==> config.mk <==
export PLATFORM = sky130hd
export DESIGN_NAME = subbox_offset_generator
export DESIGN_NICKNAME = d
export VERILOG_FILES = /design/src/rtl/core/sbox_pkg.sv /design/src/rtl/core/sbox_cfg.sv /design/src/rtl/core/subbox_offset_generator.sv
export SDC_FILE = /design/constraint.sdc
export NUM_CORES = 2
export LEC_CHECK = 0
export ABC_CLOCK_PERIOD_IN_PS = 6500
export CAP_MARGIN = 10
export CELL_PAD_IN_SITES_DETAIL_PLACEMENT = 1
export CELL_PAD_IN_SITES_GLOBAL_PLACEMENT = 1
export CORE_AREA = 2 2 334 336
export DETAILED_ROUTE_END_ITERATION = 7
export DIE_AREA = 0 0 336 338
export DONT_BUFFER_PORTS = 1
export PLACE_DENSITY_LB_ADDON = 0.1
export SLEW_MARGIN = 30
export SYNTH_ARGS = -nofsm -noshare
export SYNTH_HDL_FRONTEND = slang
export SYNTH_HIERARCHICAL = 1
export SYNTH_SLANG_ARGS = --single-unit
==> constraint.sdc <==
create_clock -name clock -period 6.5 [get_ports clock]
set_input_delay 0 -clock clock [delete_from_list [all_inputs] [get_ports clock]]
set_output_delay 0 -clock clock [all_outputs]
set_load 0.03 [all_outputs]
==> src/rtl/core/sbox_pkg.sv <==
// Shared widths, register indexes and configuration types for the sub-box offset generator.
package sbox_pkg;

   localparam int unsigned OFFSET_W       = 30;
   localparam int unsigned EXT_W          = 11;
   localparam int unsigned ORG_W          = 10;
   localparam int unsigned CSR_IDX_W      = 4;
   localparam int unsigned CSR_DATA_W     = 11;
   localparam int unsigned ZH_W           = 22;
   localparam int unsigned STRIDE_W       = 22;
   localparam int unsigned START_PROD_W   = ZH_W + EXT_W;
   localparam int unsigned SETTLE_W       = 2;
   localparam int unsigned SETTLE_CYCLES  = 2;
   localparam int unsigned MAX_EXTENT_DEF = 1024;

   typedef enum logic [CSR_IDX_W-1:0] {
      REG_GRID_ROW_LENGTH    = 4'd0,
      REG_GRID_COLUMN_HEIGHT = 4'd1,
      REG_BOX_ORIGIN_X       = 4'd2,
      REG_BOX_ORIGIN_Y       = 4'd3,
      REG_BOX_ORIGIN_Z       = 4'd4,
      REG_BOX_EXTENT_X       = 4'd5,
      REG_BOX_EXTENT_Y       = 4'd6,
      REG_BOX_EXTENT_Z       = 4'd7
   } csr_reg_type;

   typedef struct packed {
      logic [EXT_W-1:0]    row_length;
      logic [EXT_W-1:0]    extent_x;
      logic [EXT_W-1:0]    extent_y;
      logic [EXT_W-1:0]    extent_z;
      logic [OFFSET_W-1:0] start_offset;
      logic [STRIDE_W-1:0] plane_stride;
   } walk_cfg_type;

endpackage

==> src/rtl/core/sbox_cfg.sv <==
// Configuration registers with registered start offset and plane stride products.
module sbox_cfg (
   input  logic                             clock,
   input  logic                             reset,
   input  logic                             csr_valid,
   output logic                             csr_ready,
   input  logic [sbox_pkg::CSR_IDX_W-1:0]   csr_index,
   input  logic [sbox_pkg::CSR_DATA_W-1:0]  csr_wdata,
   output sbox_pkg::walk_cfg_type           walk_cfg,
   output logic                             busy
);
   import sbox_pkg::*;

   logic [EXT_W-1:0]        grid_row_length_ff;
   logic [EXT_W-1:0]        grid_column_height_ff;
   logic [ORG_W-1:0]        box_origin_x_ff;
   logic [ORG_W-1:0]        box_origin_y_ff;
   logic [ORG_W-1:0]        box_origin_z_ff;
   logic [EXT_W-1:0]        box_extent_x_ff;
   logic [EXT_W-1:0]        box_extent_y_ff;
   logic [EXT_W-1:0]        box_extent_z_ff;
   logic [ZH_W-1:0]         zh_ff;
   logic [ZH_W-1:0]         zh_in;
   logic [STRIDE_W-1:0]     stride_ff;
   logic [STRIDE_W-1:0]     stride_in;
   logic [OFFSET_W-1:0]     start_ff;
   logic [OFFSET_W-1:0]     start_in;
   logic [START_PROD_W-1:0] start_prod;
   logic [SETTLE_W-1:0]     settle_ff;
   logic [SETTLE_W-1:0]     settle_in;
   logic                    write_en;

   assign csr_ready = 1'b1;
   assign write_en  = csr_valid && csr_ready;

   always_ff @(posedge clock) begin
      if (reset) begin
         grid_row_length_ff    <= EXT_W'(1);
         grid_column_height_ff <= EXT_W'(1);
         box_origin_x_ff       <= '0;
         box_origin_y_ff       <= '0;
         box_origin_z_ff       <= '0;
         box_extent_x_ff       <= EXT_W'(1);
         box_extent_y_ff       <= EXT_W'(1);
         box_extent_z_ff       <= EXT_W'(1);
      end else if (write_en) begin
         unique case (csr_reg_type'(csr_index))
            REG_GRID_ROW_LENGTH:    grid_row_length_ff    <= csr_wdata;
            REG_GRID_COLUMN_HEIGHT: grid_column_height_ff <= csr_wdata;
            REG_BOX_ORIGIN_X:       box_origin_x_ff       <= csr_wdata[ORG_W-1:0];
            REG_BOX_ORIGIN_Y:       box_origin_y_ff       <= csr_wdata[ORG_W-1:0];
            REG_BOX_ORIGIN_Z:       box_origin_z_ff       <= csr_wdata[ORG_W-1:0];
            REG_BOX_EXTENT_X:       box_extent_x_ff       <= csr_wdata;
            REG_BOX_EXTENT_Y:       box_extent_y_ff       <= csr_wdata;
            REG_BOX_EXTENT_Z:       box_extent_z_ff       <= csr_wdata;
            default: ;
         endcase
      end
   end

   // plane row index of the box origin, then its element offset
   assign zh_in      = ZH_W'(box_origin_z_ff) * ZH_W'(grid_column_height_ff)
                       + ZH_W'(box_origin_y_ff);
   assign stride_in  = STRIDE_W'(grid_row_length_ff) * STRIDE_W'(grid_column_height_ff);
   assign start_prod = START_PROD_W'(zh_ff) * START_PROD_W'(grid_row_length_ff);
   assign start_in   = start_prod[OFFSET_W-1:0] + OFFSET_W'(box_origin_x_ff);

   always_comb begin
      if (write_en) begin
         settle_in = SETTLE_W'(SETTLE_CYCLES);
      end else if (settle_ff != '0) begin
         settle_in = settle_ff - SETTLE_W'(1);
      end else begin
         settle_in = settle_ff;
      end
   end

   always_ff @(posedge clock) begin
      if (reset) begin
         zh_ff     <= '0;
         stride_ff <= STRIDE_W'(1);
         start_ff  <= '0;
         settle_ff <= '0;
      end else begin
         zh_ff     <= zh_in;
         stride_ff <= stride_in;
         start_ff  <= start_in;
         settle_ff <= settle_in;
      end
   end

   assign busy                  = settle_ff != '0;
   assign walk_cfg.row_length   = grid_row_length_ff;
   assign walk_cfg.extent_x     = box_extent_x_ff;
   assign walk_cfg.extent_y     = box_extent_y_ff;
   assign walk_cfg.extent_z     = box_extent_z_ff;
   assign walk_cfg.start_offset = start_ff;
   assign walk_cfg.plane_stride = stride_ff;

endmodule

==> src/rtl/core/subbox_offset_generator.sv <==
// Top level of the sub-box offset generator: walk counters, bases and result register.
//
// Walks a sub-box inside a row-major 3D grid and returns one grid offset per request item,
// x fastest, then y, then z, with row, plane and box end marks; after the last element the
// walk wraps to the first offset, and a request with restart set (or the first one after
// reset) begins at the first offset. An item is accepted every clock while req_stall is low,
// and its result is in the result register in the cycle after; the next offset needs only an
// increment or one 30-bit add of the row length or plane stride. The start offset and plane
// stride are products kept in registers that follow the configuration, so after each
// configuration write the request side is stalled while they settle. Extents of zero act
// as one and extents above MAX_EXTENT are clipped to it; nothing checks that the box lies
// inside the grid, and offsets wrap modulo 2^30.
module subbox_offset_generator #(
   parameter int unsigned MAX_EXTENT = sbox_pkg::MAX_EXTENT_DEF
) (
   input  logic                            clock,
   input  logic                            reset,
   input  logic                            req_valid,
   output logic                            req_stall,
   input  logic                            req_restart,
   output logic                            rsp_valid,
   input  logic                            rsp_stall,
   output logic [sbox_pkg::OFFSET_W-1:0]   rsp_linear_offset,
   output logic                            rsp_row_end,
   output logic                            rsp_plane_end,
   output logic                            rsp_last,
   input  logic                            csr_valid,
   output logic                            csr_ready,
   input  logic [sbox_pkg::CSR_IDX_W-1:0]  csr_index,
   input  logic [sbox_pkg::CSR_DATA_W-1:0] csr_wdata
);
   import sbox_pkg::*;

   localparam int unsigned CNT_W = (MAX_EXTENT > 2) ? $clog2(MAX_EXTENT) : 1;
   localparam int unsigned CMP_W = ((CNT_W > EXT_W) ? CNT_W : EXT_W) + 1;
   localparam logic [CMP_W-1:0] MAX_CMP = CMP_W'(MAX_EXTENT);

   walk_cfg_type        walk_cfg;
   logic                cfg_busy;
   logic                accept;
   logic                load;

   logic [CNT_W-1:0]    x_count_ff, x_count_in;
   logic [CNT_W-1:0]    y_count_ff, y_count_in;
   logic [CNT_W-1:0]    z_count_ff, z_count_in;
   logic [OFFSET_W-1:0] row_base_ff, row_base_in;
   logic [OFFSET_W-1:0] plane_base_ff, plane_base_in;
   logic [OFFSET_W-1:0] offset_ff, offset_in;
   logic                started_ff;

   logic [CNT_W-1:0]    cx, cy, cz;
   logic [OFFSET_W-1:0] cur, rb, pb;
   logic                xe, ye, ze;

   logic                rsp_valid_ff, rsp_valid_in;
   logic [OFFSET_W-1:0] rsp_offset_ff;
   logic                rsp_row_end_ff;
   logic                rsp_plane_end_ff;
   logic                rsp_last_ff;

   function automatic logic [CMP_W-1:0] eff_extent(input logic [EXT_W-1:0] e);
      logic [CMP_W-1:0] w;
      w = CMP_W'(e);
      if (w == '0) begin
         return CMP_W'(1);
      end else if (w > MAX_CMP) begin
         return MAX_CMP;
      end
      return w;
   endfunction

   sbox_cfg u_cfg (
      .clock     (clock),
      .reset     (reset),
      .csr_valid (csr_valid),
      .csr_ready (csr_ready),
      .csr_index (csr_index),
      .csr_wdata (csr_wdata),
      .walk_cfg  (walk_cfg),
      .busy      (cfg_busy)
   );

   assign req_stall = cfg_busy || (rsp_valid_ff && rsp_stall);
   assign accept    = req_valid && !req_stall;
   assign load      = req_restart || !started_ff;

   always_comb begin
      cx  = load ? '0 : x_count_ff;
      cy  = load ? '0 : y_count_ff;
      cz  = load ? '0 : z_count_ff;
      cur = load ? walk_cfg.start_offset : offset_ff;
      rb  = load ? walk_cfg.start_offset : row_base_ff;
      pb  = load ? walk_cfg.start_offset : plane_base_ff;

      xe = (CMP_W'(cx) + CMP_W'(1)) >= eff_extent(walk_cfg.extent_x);
      ye = (CMP_W'(cy) + CMP_W'(1)) >= eff_extent(walk_cfg.extent_y);
      ze = (CMP_W'(cz) + CMP_W'(1)) >= eff_extent(walk_cfg.extent_z);

      x_count_in    = cx;
      y_count_in    = cy;
      z_count_in    = cz;
      row_base_in   = rb;
      plane_base_in = pb;
      offset_in     = cur;
      if (!xe) begin
         x_count_in = cx + CNT_W'(1);
         offset_in  = cur + OFFSET_W'(1);
      end else if (!ye) begin
         x_count_in  = '0;
         y_count_in  = cy + CNT_W'(1);
         row_base_in = rb + OFFSET_W'(walk_cfg.row_length);
         offset_in   = rb + OFFSET_W'(walk_cfg.row_length);
      end else if (!ze) begin
         x_count_in    = '0;
         y_count_in    = '0;
         z_count_in    = cz + CNT_W'(1);
         plane_base_in = pb + OFFSET_W'(walk_cfg.plane_stride);
         row_base_in   = pb + OFFSET_W'(walk_cfg.plane_stride);
         offset_in     = pb + OFFSET_W'(walk_cfg.plane_stride);
      end else begin
         x_count_in    = '0;
         y_count_in    = '0;
         z_count_in    = '0;
         row_base_in   = walk_cfg.start_offset;
         plane_base_in = walk_cfg.start_offset;
         offset_in     = walk_cfg.start_offset;
      end
   end

   always_ff @(posedge clock) begin
      if (reset) begin
         x_count_ff    <= '0;
         y_count_ff    <= '0;
         z_count_ff    <= '0;
         row_base_ff   <= '0;
         plane_base_ff <= '0;
         offset_ff     <= '0;
         started_ff    <= 1'b0;
      end else if (accept) begin
         x_count_ff    <= x_count_in;
         y_count_ff    <= y_count_in;
         z_count_ff    <= z_count_in;
         row_base_ff   <= row_base_in;
         plane_base_ff <= plane_base_in;
         offset_ff     <= offset_in;
         started_ff    <= 1'b1;
      end
   end

   // hold the result while stalled, drop it once taken
   always_comb begin
      if (accept) begin
         rsp_valid_in = 1'b1;
      end else if (rsp_valid_ff && rsp_stall) begin
         rsp_valid_in = 1'b1;
      end else begin
         rsp_valid_in = 1'b0;
      end
   end

   always_ff @(posedge clock) begin
      if (reset) begin
         rsp_valid_ff <= 1'b0;
      end else begin
         rsp_valid_ff <= rsp_valid_in;
      end
   end

   always_ff @(posedge clock) begin
      if (accept) begin
         rsp_offset_ff    <= cur;
         rsp_row_end_ff   <= xe;
         rsp_plane_end_ff <= xe && ye;
         rsp_last_ff      <= xe && ye && ze;
      end
   end

   assign rsp_valid         = rsp_valid_ff;
   assign rsp_linear_offset = rsp_offset_ff;
   assign rsp_row_end       = rsp_row_end_ff;
   assign rsp_plane_end     = rsp_plane_end_ff;
   assign rsp_last          = rsp_last_ff;

endmodule

-- Word level (Yosys, flattened, before mapping)
Cells that the tools add are included.
- register bits after elaboration: 316
- output and inout port bits: 36
- bits in latches: 0
- bits in writable memories: 0
- memories kept: 0
- bits in read-only memories: 0
- logic and storage cells: 113
- bitwise logic cells: 0
- magnitude comparators: 6
- reductions and logical operators: 23
- shifts and indexed selects: 0
- add/sub/neg operators: 12
- $mul: 3
- div/mod/pow operators: 0
- multiplexer cells: 37
- equal/unequal tests: 7
- operator list (kind ; count):
    2-to-1 mux 30 bit ; 9
    2-to-1 mux 12 bit ; 9
    2-to-1 mux 10 bit ; 9
    >= comparator 11 x 12 -> 1 bit ; 3
    adder 10 x 1 -> 11 bit, second input constant ; 3
    greater-than comparator 11 bit, second input constant ; 3
    logical NOT 11 bit ; 3
    adder 10 x 1 -> 10 bit, second input constant ; 3
    adder 30 x 1 -> 30 bit, second input constant ; 1
    adder 30 x 10 -> 30 bit ; 1
    adder 30 x 11 -> 30 bit ; 1
    adder 30 x 22 -> 30 bit ; 1
    multiplier 22 x 11 -> 30 bit ; 1
    adder 21 x 10 -> 22 bit ; 1
    multiplier 11 x 11 -> 22 bit ; 1
    multiplier 10 x 11 -> 21 bit ; 1
    == test 4 x 3 -> 1 bit, second input constant ; 4
    AND reduction 2 bit ; 8
    == test 4 x 2 -> 1 bit, second input constant ; 2
    2-to-1 mux 1 bit ; 8
    == test 4 x 1 -> 1 bit, second input constant ; 1
    logical AND 1 bit ; 4
    logical NOT 4 bit ; 1
    2-to-1 mux 2 bit ; 2
    5 further kinds ; 8

-- Longest topological paths before layout
- depth in word-level cells: 8
- depth in mapped cells: 24

-- Cells and area by module
The synthesis kept the hierarchy.
- modules (own cells, without submodules) (module ; instances ; cells an instance ; area each (µm²) ; sequential area each (µm²)):
    sbox_cfg ; 1 ; 2364 ; 20848.7 ; 3223.1
    subbox_offset_generator ; 1 ; 1584 ; 12012.8 ; 3433.3

-- Worst setup path before layout
Ideal clock, no wire load.
- path kind: flip-flop to flip-flop
- start point: register u_cfg.grid_row_length_ff[7]
- end point: register u_cfg.start_ff[27]
- cell stages (with the launch flop): 19
- path slack: 1.136 ns
- required time: 6.379 ns
- setup time: 0.121 ns
- clock period less this slack: 5.364 ns
- arrival: 5.242 ns
- path buffers: 1
- cells stage by stage: dfxtp_1 > clkbuf_1 > nand2_1 > fa_1 > inv_1 > fa_1 > fa_1 > fa_1 > inv_1 > fa_1 > inv_1 > ha_1 > a21oi_1 > o21ai_0 > and3_1 > o311ai_2 > nor2_2 > o31ai_2 > mux2_4
- word-level cells in the longest chain between the ends: 2
- RTL lines (element ; RTL line ; source):
    start, declared ; sbox_cfg.sv:14 ; logic [EXT_W-1:0] grid_row_length_ff;
    start signal, assigned ; sbox_cfg.sv:48 ; REG_GRID_ROW_LENGTH: grid_row_length_ff <= csr_wdata;
    multiplier 22 x 11 -> 30 bit ; sbox_cfg.sv:65 ; assign start_prod = START_PROD_W'(zh_ff) * START_PROD_W'(grid_row_length_ff);
    adder 30 x 10 -> 30 bit ; sbox_cfg.sv:66 ; assign start_in = start_prod[OFFSET_W-1:0] + OFFSET_W'(box_origin_x_ff);
    end signal, assigned ; sbox_cfg.sv:87 ; start_ff <= start_in;
    end, declared ; sbox_cfg.sv:26 ; logic [OFFSET_W-1:0] start_ff;
No other way between the ends.
A chain may end at the register's enable or synchronous reset.

-- Worst setup path in the final report
- start point: register u_cfg.grid_row_length_ff[10]
- end point: register u_cfg.start_ff[29]
Same word-level chain as after synthesis.

==> metrics.md <==
| Metric | Value |
|---|---|
| Status | finished clean |
| Reg2reg setup slack | 0.46 ns |
| Netlist cell types | 100 |
| CTS resizes | 0 |
| TritonCTS Sinks | 316 |
| Tot GR Track Use | 0.2002 |
| Layout Nets | 4,523 |
| Mapped cell area | 32,860 µm² |
| Share of cells above drive strength 1 | 0.05728 |
| Placed cells | 5,299 |
| Switching power | 1549 µW |
| Maximum Capacitance Violations | 0 |
| Die footprint | 113,600 µm² |
| Net Sw Frac | 0.2934 |
| Drt initial violations | 1,043 |
| Antenna violations before repair | 2 |
| Fillers | 13,010 |
| Mapped Cells | 3,948 |
| PwrDens | 144.9 nW/µm² |
| Final global-route overflow total | 0 |
| Setup crit end | u_cfg/start_ff[29] |
| Die W | 336 µm |
| Internal power | 3732 µW |
| Final Setup Violations | 0 |
| Synth-to-Final Area Change | 10.91% |
| Pleak | 0.01657 µW |
| Peak Freq | 0.1655 GHz |
| Cell taking the most area after synthesis | fa_1 |
| Reg2reg start | u_cfg/grid_row_length_ff[10] |
| Worst path depth | 18 |
| Cell mode on critical path | fa_1 |
| Ys async rst share | 0 |
| Worst path bufs/invs | 4 |
| TritonCTS Buffers | 47 |
| Worst path top cell family by delay | adder cells |
| DRC viols | 0 |
| Comb power frac | 0.104 |
| CTS tree | yes |
| CTS root buf | clkbuf_16 |
| Max_slew headroom | 0.3567 |
| Most used DFF post-synth | dfxtp_1 |
| Sequential share of power | 0.402 |
| CP max FO | 12 |
| IO Port Bufs | 0 |
| Final WL | 110,500 µm |
| Vias/cell | 4.918 |
| Initial core utilization | 0.2986 |
| Setup crit end kind | flip-flop |
| Clock network fraction of design power | 0.493 |
| Crit-path max cell delay | 0.72 ns |
| Critical path's slowest cell | dfxtp_1 |
| First element of the critical path | u_cfg/grid_row_length_ff[10] |
| Post-Syn Nets | 4,581 |
| HPWL after DPL | 84,710 µm |
| Synthesized flop and latch total | 316 |
| Slew Viols, Final | 0 |
| Num rows | 122 |
| Routability Congestion | 0.8218 |
| Die height | 338 µm |
| Syn Area/Cell | 8.324 µm² |
| Setup TNS | 0 ns |
| Diode count | 0 |
| Placeable Area | 110,100 µm² |
| CP Cell Sequence | buf_4, and2_1, fa_1, fa_1, fa_1, fa_1, inv_1, fa_1, inv_1, ha_1, nand3_1, or3_1, a211oi_2, o311ai_2, buf_4, o2111ai_1, and3_1, nor3_2 |
| Fin Clk Skew | 0.02399 ns |
| Worst reg-to-reg path cell count | 18 |
| Data required, critical path | 6.99 ns |
| CP Class | reg -> reg |
| Post-Layout Cell Count | 5,416 |
| Met2 routed WL | 51,050 µm |
| Number of global-route vias before repair | 28,860 |
| Synth area leaders | fa_1 21%, dfxtp_1 17%, ha_1 10% |
| Startpoint types | flip-flop |
| Yosys top cell area share | 0.2132 |
| Unrepaired setup endpoints after global routing | false |
| Total number of vias | 26,630 |
| Uppermost layer routed | met4 |
| Sequential area share after synthesis | 0.2026 |
| RR Endpoint | u_cfg/start_ff[29] |
| Worst-Margin Slew | 0.9637 ns |
| DR WL/cell | 20.41 µm |
| Reg clk slew, reported paths | 0.06 ns |
| CP arrival | 6.53 ns |
| Fin crit period | 6.041 ns |
| Clk_lat worst skew | 0.64 ns |
| Hold Violations, Final | 0 |
| Peak supply drop | 0.1941 mV |
| DRT antenna net count | 0 |
| H-Tree Depth | 2 |
| Hold Crit Class | in -> reg |
| M1 WL | 53,780 µm |
| Max clock buf depth | 3 |
| Largest net degree at the start of global routing | 232 |
| Synth warn | 6 |
| Routed met3 length | 3188 µm |
| Global-route wire length before repair | 176,100 µm |
| Detailed Routing Iterations Pass 1 | 5 |
| I/O pin cnt | 57 |
| Number of enable flip-flop cells after synthesis | 33 |
| Period utilization | 0.9294 |
| # Post-CTS Setup Buffers | 0 |
## Yosys cell counts, types with 19 or more instances
cell        n
a211oi_1   33
a21o_1     53
a21oi_1   183
a22oi_1    23
a31oi_1    38
and2_1    209
and3_1     19
buf_1      21
buf_2      26
clkbuf_1  166
dfxtp_1   283
edfxtp_1   33
fa_1      350
ha_1      262
inv_1     503
mux2i_1   103
nand2_1   598
nand3_1    75
nand4_1    29
nor2_1    282
nor2b_1    35
nor3_1     49
o21a_1     25
o21ai_0   134
xnor2_1    69
xor2_1     55
## through the flow
step	util	hold WS, ns	area, µm²	setup slack (ns)	power [µW]
2_1_floorplan	-	0.07933	32860	1.136	2484
3_3_place_gp	0.3141	0.08393	34570	0.6570	2658
3_5_place_dp	0.3142	0.08575	34580	0.5442	2662
4_1_cts	0.3308	0.004164	36410	0.4894	5400
5_1_grt	0.3312	0.08848	36450	0.2024	5521
6_report	0.3312	0.04827	36450	0.4587	5281
## sequential cells by signal, summed over array words and instances (netlist names), 11 cells and up
register / flops
u_cfg/stride_ff: 22
row_base_ff: 30
u_cfg/grid_row_length_ff: 11
u_cfg/zh_ff: 22
u_cfg/box_extent_y_ff: 11
rsp_linear_offset: 30
plane_base_ff: 30
u_cfg/grid_column_height_ff: 11
u_cfg/box_extent_z_ff: 11
u_cfg/box_extent_x_ff: 11
u_cfg/start_ff: 30
offset_ff: 30
## power by group through the flow
stage          clock (µW)  sequential [µW]  combinational (µW)
2_1_floorplan           0             2140                 343
3_3_place_gp            0             2160                 494
3_5_place_dp            0             2160                 498
4_1_cts              2720             2120                 559
5_1_grt              2780             2130                 610
6_report             2610             2120                 551
## placed cells by master (no fill, tap or decap), drive strengths merged, types with 35 or more instances in the layout
cell type and n:
nor3 53, ha 262, nor2 284, and2 209
nor2b 35, inv 505, a211oi 38, dfxtp 283
mux2i 105, fa 350, a21o 53, a21oi 184
buf 84, clkbuf 68, nand2 598, a31oi 38
nand3 77, xor2 55, o21ai 138, xnor2 69
## layer usage
layer  GRT usage  up-vias
met3     0.02391      105
met2      0.3333      314
met1      0.2763    13440
met5           0        -
met4     0.04675        0
li1            -    12780
## repair_timing
item | CTS | global route
hold buffers | 28 | 1
endpoints found under the hold margin | 227 | 81
endpoints found under the setup margin | 0 | 0
## area by class of cell
cell class / instances / area, µm² / share of cell area
Multi-Input combinational cell: 2906 / 23460 / 0.6438
Clock inverter: 19 / 229.0 / 0.006282
Sequential cell: 316 / 6656 / 0.1826
Timing Repair Buffer: 112 / 1026 / 0.02815
Tap cell: 1488 / 1862 / 0.05108
Inverter: 507 / 1906 / 0.05228
Clock buffer: 68 / 1305 / 0.03580
## kinds of logic (layout without fill, tap and decap cells)
kind of cell / Yosys count / after routing / synth area share
other cells: 1 / 1 / 0.0001141
simple gates: 1409 / 1409 / 0.2010
flops: 316 / 316 / 0.2026
mux: 117 / 117 / 0.03670
fa+ha+maj: 612 / 612 / 0.3130
buf+inv: 726 / 706 / 0.08487
compound gates: 643 / 643 / 0.1288
xor+xnor: 124 / 124 / 0.03305
## worst min path at each step
stage | cells past startpoint | to | startpoint
after floorplan | 1 | u_cfg/settle_ff[0] | csr_valid
after global placement | 1 | u_cfg/settle_ff[0] | csr_valid
after detailed placement | 1 | u_cfg/settle_ff[0] | csr_valid
after CTS | 2 | started_ff | reset
after global routing | 2 | row_base_ff[13] | reset
final | 2 | row_base_ff[13] | reset
No activity file was read; power rests on OpenSTA's default activity.
